--- config.mk ---
export PLATFORM = sky130hd
export DESIGN_NAME = pnt_divider
export DESIGN_NICKNAME = d
export VERILOG_FILES = /design/src/pnt_divider.sv
export SDC_FILE = /design/constraint.sdc
export NUM_CORES = 1
export LEC_CHECK = 0
export BUFFER_PORTS_ARGS = -buffer_cell sky130_fd_sc_hd__buf_2
export CAP_MARGIN = 0
export CORE_MARGIN = 1
export CORE_UTILIZATION = 40
export CTS_BUF_LIST = sky130_fd_sc_hd__clkbuf_8 sky130_fd_sc_hd__clkbuf_16
export CTS_CLUSTER_DIAMETER = 40
export DETAILED_ROUTE_END_ITERATION = 8
export GPL_ROUTABILITY_DRIVEN = 1
export PLACE_DENSITY = 0.66
export SLEW_MARGIN = 20
export SYNTH_ARGS = -nofsm -noshare
export SYNTH_HDL_FRONTEND = slang
export SYNTH_SLANG_ARGS = --single-unit
--- constraint.sdc ---
create_clock -name clk -period 2.7 [get_ports clk]
set_clock_uncertainty 0.2 [all_clocks]
set_input_delay 0.27 -clock clk [delete_from_list [all_inputs] [get_ports clk]]
set_output_delay 0.27 -clock clk [all_outputs]
set_load 0.01 [all_outputs]
--- src/pnt_divider.sv ---
`default_nettype none
module pnt_divider #(
  parameter int unsigned WIDTH = 32,
  parameter int unsigned DW    = 18
) (
  input  wire logic             clk,
  input  wire logic             rst,
  input  wire logic             go,
  input  wire logic [WIDTH-1:0] dividend,
  input  wire logic [DW-1:0]    divisor,
  output logic                  done,
  output logic [WIDTH-1:0]      quotient,
  output logic [DW-1:0]         remainder
);

  localparam int unsigned CW = $clog2(WIDTH);

  logic          active;
  logic [CW-1:0] count;
  logic [DW:0]   trial;
  logic [DW:0]   diff;
  logic          fits;

  always_comb begin
    trial = {remainder, quotient[WIDTH-1]};
    diff  = trial - {1'b0, divisor};
    fits  = trial >= {1'b0, divisor};
  end

  always_ff @(posedge clk) begin
    if (rst) begin
      active <= 1'b0;
      done   <= 1'b0;
      count  <= '0;
    end else begin
      done <= 1'b0;
      if (go) begin
        active <= 1'b1;
        count  <= '0;
      end else if (active) begin
        count <= count + CW'(1);
        if (count == CW'(WIDTH - 1)) begin
          active <= 1'b0;
          done   <= 1'b1;
        end
      end
    end
  end

  // one restoring step per cycle
  always_ff @(posedge clk) begin
    if (go) begin
      quotient  <= dividend;
      remainder <= '0;
    end else if (active) begin
      quotient  <= {quotient[WIDTH-2:0], fits};
      remainder <= fits ? diff[DW-1:0] : trial[DW-1:0];
    end
  end

endmodule
`default_nettype wire

After elaboration in Yosys (flattened, before gate mapping)
Index checks and enable logic that the tools add are counted.
{"block": "word_totals", "out_inout_bits": 51, "elab_cells": 20, "reg_bits": 57, "inputBits": 53}
{"block": "op_classes", "n_mux": 7, "eq_ne": 1, "add_sub_neg": 2, "order_cmp": 1, "n_bitwise": 1, "reduce_logical": 3}
{"cell": "$mux 32", "n": 2}
{"cell": "$ge 19x18->1", "n": 1}
{"cell": "$mux 18", "n": 1}
{"cell": "$sub 18x18->18", "n": 1}
{"cell": "$add 5x1->5 const B", "n": 1}
{"cell": "$eq 5x5->1 const B", "n": 1}
{"cell": "$mux 1", "n": 4}
{"cell": "$reduce_or 3->1", "n": 1}
{"cell": "$reduce_bool 2->1", "n": 1}
{"cell": "$reduce_or 2->1", "n": 1}
{"cell": "$not 1->1", "n": 1}

Logic depth before layout (Yosys ltp)
Gate-level depths: netlist of run 1.
{"block": "logic_depth", "depth_word": 4, "mapped_depth": 10}

Worst setup path before layout of run 1
No wires, ideal clock.
{"block": "synth_path", "kind": "flip-flop to flip-flop", "start": "register quotient[31]", "end": "register remainder[16]", "arrival_ns": 2.313, "setup_slack_ns": 0.058, "path_stages_with_launch": 11, "t_required_ns": 2.371, "period_less_slack_ns": 2.642, "path_buffers": 0, "path_cell_list": "edfxtp_1 > inv_1 > ha_1 > inv_1 > fa_1 > a211o_1 > a211oi_2 > nor3_1 > mux2i_1 > a2111oi_0 > o21ai_1"}
{"block": "synth_via", "elab_chain_len": 2}
{"element": "start, declared", "line_no": "12", "rtl": "output logic [WIDTH-1:0] quotient,"}
{"element": "start signal, assigned", "line_no": "53", "rtl": "quotient <= dividend;"}
{"element": "start signal, assigned", "line_no": "56", "rtl": "quotient <= {quotient[WIDTH-2:0], fits};"}
{"element": "$sub 18x18->18 / $ge 19x18->1 (equally long branches)", "line_no": "26, 27"}
{"element": "$mux 18 *", "line_no": "57", "rtl": "remainder <= fits ? diff[DW-1:0] : trial[DW-1:0];"}
{"element": "end signal, assigned", "line_no": "57"}
{"element": "end, declared", "line_no": "13", "rtl": "output logic [DW-1:0] remainder"}
Every way passes the cells marked *; elsewhere a longest branch is shown, timed or not.
A chain may end at the register's enable or synchronous reset.

Worst setup path after layout of run 1
{"block": "layout_path", "start": "register quotient[31]", "end": "register remainder[10]"}
Same word-level chain as after synthesis.

==> metrics.txt, run 1 <==
status=finished, violations left; failing checks=negative setup slack; commonest register cell after synthesis=edfxtp_1; die footprint=0.00973 sq mm; worst-path maximum fanout=3; clock latency on the worst-skew pair=340 ps; commonest non-fill, non-tap cell in the layout=buf_2; WP data required=2730 ps; clock sinks=57; CP Data Arrival Time=2780 ps; Critical Path Start=quotient[31]; Routed WL per cell=16.1 um; Max Root-Sink Buffers=2; layout cells sized above 1=40.7%; Root Driver=clkbuf_8; DRT iter0 DRCs=155; Total Wirelength=10100 um; critical path buffer and inverter count=3; Clock Pin Slew Worst Setup and Hold Paths=70 ps; routability cong.=0.932; hold depth=2; Post-layout nets=590; Core ar.=0.00889 sq mm; ANT cells=0; DP Wirelength=7670 um; 1st-pass router iterations=4; ranking of synthesized cells by area=edfxtp_1 (26%), dfxtp_1 (13%), mux2_2 (10%), ha_1 (6.7%), inv_1 (2.7%); vias post-DR=3447; Initial Util=42.0%; Final ANT Viol Nets=0; die height=98.7 um; post-synthesis async set-or-reset flop share=0%; Placed Area=0.00459 sq mm; largest area contributor in the netlist=edfxtp_1; delay-heaviest family, CP=compound AO/OA/AOI/OAI gates; Worst Hold Path EP=quotient[5]; Yosys top cell area share=25.7%; CTS tree=done; post-layout min period=2740 ps; Worst Reg-to-Reg Cells=11; # DRC=0; fin crit share=102%; Worst slew margin=67.7%; Site Rows=34; crit-path cells=inv_1 -> ha_2 -> inv_2 -> fa_2 -> a211o_1 -> a211oi_4 -> buf_4 -> o31ai_2 -> xor2_1 -> o21ai_1 -> a311oi_1; pwr dens=543 mW/mm^2; Synth Register Bits=57; vias in the first global route=3296; Filler Cell Count=801; peak supply drop=0.000202 V; final hold slack=29.9 ps; # IOs=104; Mapped Nets=457; Mapped Cells=383; Critical Path Slowest Stage Cell=edfxtp_1; mean post-synth cell area=9.76 sq um; first-pass GRT wire length=16100 um; max incr delay on CP=390 ps; Total Power=2640 uW; worst min-delay path startpoint=dividend[5]; MaxCap Viol Count=0; largest net degree at the start of global routing=33; maximum operating frequency=365 MHz; die width=98.7 um; most frequent cells in the layout=buf_2 (103), buf_4 (39), mux2_2 (34); yosys warns=0; class of the worst hold path=in -> reg; unrepaired setup endpoints after global routing=true; CP Capture Type=register; cell depth of the worst setup path=11; Synth cell types=61; max-slew violation count=0; CTS buffer count=9; CP Class=reg -> reg; final worst slack=-41.7 ps; initial antenna violation count=0; GRT Overall Usage=21.2%; number of synthesized flops with an enable pin=32; Finish-stage setup viols=1; PortBufs=103; Mapped Area=0.00374 sq mm; synth-to-layout area growth=30.1%; Critical Path Source Type=register; Via density=5.48; Final Hold Viols=0; P_leak=0.00222 uW; sequential-to-total area share from yosys stat=39.1%; gr ovfl total=0; RR Startpoint=quotient[31]; Slew @ Worst Pin=484 ps; R2R Setup Slk=-40 ps; worst reg2reg path endpoint=remainder[10]; CTS H-tree depth=3; design area=0.00486 sq mm
==> cells in the mapped netlist (6+ instances only) <==
library cell,n
nand3_1,18
nor3_1,6
o21ai_0,20
mux2_2,34
buf_2,8
edfxtp_1,32
nand2_1,18
a311oi_1,11
a21o_1,8
xor2_1,7
o21a_1,6
inv_1,27
ha_1,20
a21oi_1,17
and2_1,6
nor2_1,27
dfxtp_1,25
==> sequential cells by signal (all words and copies together), names as in the netlist <==
signal and count:
count 5, done 1, quotient 32, active 1, remainder 18
==> how the worst max path moves through the flow <==
stage | slack (ps) | endpoint
detailed placement | -100 | remainder[16]
finish | -40 | remainder[10]
global placement | 10 | remainder[16]
floorplan | 60 | remainder[16]
CTS | -9 | remainder[10]
global route | -200 | remainder[14]
==> through the flow <==
step / worst slack [ps] / cells / utilization, % / setup TNS [ps]
floorplan: 58.0 / 383 / - / 0
global placement: 14.3 / 610 / 51.6 / 0
detailed placement: -103 / 610 / 51.6 / -143
CTS: -9.35 / 629 / 54.4 / -9.35
global route: -200 / 629 / 54.7 / -409
finish: -41.7 / 629 / 54.7 / -41.7
==> what timing repair did <==
| item | in CTS | in global routing |
|---|---|---|
| setup endpoints to repair | 2 | 7 |
| hold buffers | 1 | 0 |
| gates resized for setup | 8 | 5 |
| buffers inserted | 2 | 0 |
| hold endpoints to repair | 1 | 0 |
| pin swaps | 7 | 2 |
==> area by class of cell <==
| class | instances | area (sq um) | area share, % |
|---|---|---|---|
| Timing Repair Buffer | 145 | 858 | 17.7 |
| Sequential cell | 57 | 1460 | 30.1 |
| Inverter | 27 | 101 | 2.08 |
| Multi-Input combinational cell | 276 | 2090 | 43.1 |
| Clock buffer | 9 | 124 | 2.55 |
| Tap cell | 108 | 135 | 2.78 |
| Clock inverter | 7 | 86.3 | 1.78 |
==> power breakdown <==
group	leakage, uW	switching, uW	internal, uW
Clock	0.000112	358	511
Combinational	0.00158	378	337
Sequential	0.000527	49.9	1010
==> cells by family after synthesis <==
group | after synthesis | share of synthesized area (%)
AND/OR/NAND/NOR | 104 | 14.1
AO/OA/AOI/OAI | 102 | 19.8
flip-flops | 57 | 39.1
buffers and inverters | 50 | 5.86
multiplexers | 37 | 11.0
adder cells (fa/ha/maj) | 21 | 7.23
XOR/XNOR | 12 | 2.81
==> per-layer routing <==
metal  up-vias  track usage [%]  wire length, um
met5         -                0                0
met2        92             34.1             4810
met1      1630             27.5             4590
met3        18             3.83              480
li1       1707                -                -
met4         0             10.7              242
No activity file was read; power rests on OpenSTA's default activity.
==> run 2, diff against run 1 <==
--- a/config.mk
+++ b/config.mk
@@ -10,9 +10,10 @@
 export CORE_MARGIN = 1
 export CORE_UTILIZATION = 40
 export CTS_BUF_LIST = sky130_fd_sc_hd__clkbuf_8 sky130_fd_sc_hd__clkbuf_16
-export CTS_CLUSTER_DIAMETER = 40
+export CTS_CLUSTER_DIAMETER = 60
 export DETAILED_ROUTE_END_ITERATION = 8
 export GPL_ROUTABILITY_DRIVEN = 1
+export HOLD_SLACK_MARGIN = 0.05
 export PLACE_DENSITY = 0.66
 export SLEW_MARGIN = 20
 export SYNTH_ARGS = -nofsm -noshare
==> metrics.txt, run 2 (synthesized netlist as in run 1, its figures left out) <==
Gate power share=28.1%; Sequential Area=0.00146 sq mm; CTS buffer count=9; switching portion of total power=30.0%; class of the worst hold path=in -> reg; Final Hold Viols=0; ANT cells=0; die width=98.7 um; layout cells sized above 1=38.5%; Worst slew margin=67.5%; CP Data Arrival Time=2750 ps; 1st-pass router iterations=4; maximum operating frequency=370 MHz; initial antenna violation count=0; Via density=5.50; area of the multi-input gates=0.00209 sq mm; crit-path cells=inv_1 -> ha_2 -> inv_2 -> fa_2 -> a211o_1 -> a211oi_4 -> buf_4 -> o31ai_2 -> xor2_1 -> o21ai_1 -> a311oi_1; Total Wirelength=11000 um; DRT iter0 DRCs=158; vias post-DR=3622; Site Rows=34; Post-layout nets=619; CTS tree=done; max FFs per register=32; CP Capture Type=register; fin crit share=100%; PortBufs=103; first-pass GRT wire length=17400 um; pwr dens=522 mW/mm^2; max incr delay on CP=390 ps; GRT Overall Usage=23.1%; # DRC=0; DP Wirelength=7670 um; post-layout min period=2700 ps; register bank with the most flops=quotient; CP Class=reg -> reg; die footprint=0.00973 sq mm; Final Non-Filler Cells=658; Core ar.=0.00889 sq mm; synth-to-layout area growth=37.8%; largest net degree at the start of global routing=33; Slew @ Worst Pin=487 ps; Critical Path Slowest Stage Cell=edfxtp_1; Placed Area=0.00459 sq mm; clock latency on the worst-skew pair=340 ps; # IOs=104; max-slew violation count=0; commonest non-fill, non-tap cell in the layout=buf_2; unrepaired setup endpoints after global routing=true; Max Root-Sink Buffers=2; clock sinks=57; delay-heaviest family, CP=compound AO/OA/AOI/OAI gates; vias in the first global route=3518; Finish-stage setup viols=1; P_leak=0.00234 uW; Final ANT Viol Nets=0; sw power=805 uW; Initial Util=42.0%; status=finished, violations left; failing checks=negative setup slack; design area=0.00515 sq mm; Clock Pin Slew Worst Setup and Hold Paths=70 ps; Finished Core Util=57.9%; worst-path maximum fanout=3; Filler Cell Count=763; MaxCap Viol Count=0; final hold slack=57.8 ps; Critical Path Source Type=register; Routed WL per cell=16.8 um; WP data required=2740 ps; CTS H-tree depth=3; gr ovfl total=0; Root Driver=clkbuf_8; final worst slack=-3.67 ps; most frequent cells in the layout=buf_2 (103), buf_4 (39), mux2_2 (34); P_int=1880 uW; Regs by FF count=quotient x32, remainder x18, count x5; critical path buffer and inverter count=3; peak supply drop=0.000202 V; die height=98.7 um; clock share of power=32.5%; Seq pwr share=39.4%; post-placement cell count=610; routability cong.=0.932
[run 2: stage by stage]
step                      setup slack, ps  TNS (ps)  power, uW
after floorplan                      58.0         0       1500
after global placement               14.3         0       1750
after detailed placement             -103      -143       1760
after CTS                           -9.35     -9.35       2670
after global routing                 -200      -409       2820
final                               -3.67     -3.67       2690
[run 2: worst register-to-register path, delay by kind of cell, from the launching register on]
| family | cells | cell delay [ps] |
|---|---|---|
| buf+inv | 3 | 270 |
| fa+ha+maj | 2 | 540 |
| flops | 1 | 390 |
| compound gates | 5 | 1010 |
| xor+xnor | 1 | 190 |
[run 2: area by class of cell]
| class | instances | area share [%] |
|---|---|---|
| Clock buffer | 9 | 2.40 |
| Clock inverter | 7 | 1.68 |
| Inverter | 27 | 1.97 |
| Multi-Input combinational cell | 276 | 40.7 |
| Sequential cell | 57 | 28.4 |
| Tap cell | 108 | 2.62 |
| Timing Repair Buffer | 174 | 22.3 |
[run 2: timing repair]
item,CTS,global route
gates resized for setup,8,5
setup buffers,2,0
pin swaps,7,2
endpoints found under the hold margin,29,1
hold buffers,29,1
endpoints found under the setup margin,2,7
[run 2: final timing paths]
check | from | end | slack [ps] | cells past startpoint
setup / recovery | quotient[31] | remainder[10] | -4 | 11
hold / removal | dividend[28] | quotient[28] | 60 | 2
setup reg to reg | quotient[31] | remainder[10] | -4 | 11
hold reg to reg | count[1] | count[1] | 330 | 2
[run 2: layer usage]
metal / part of all wire [%] / wire length [um] / vias up / global-route usage [%]
li1: - / - / 1775 / -
met5: 0 / 0 / - / 0
met1: 43 / 4760 / 1693 / 28.7
met2: 49 / 5360 / 128 / 38.8
met3: 5.1 / 560 / 26 / 3.90
met4: 3.1 / 343 / 0 / 11.8
[run 2: power by group through the flow]
stage	Combinational, uW	Clock [uW]	Sequential [uW]
after floorplan	397	0	1100
after global placement	675	0	1070
after detailed placement	686	0	1070
after CTS	736	880	1060
after global routing	827	922	1070
final	756	872	1060
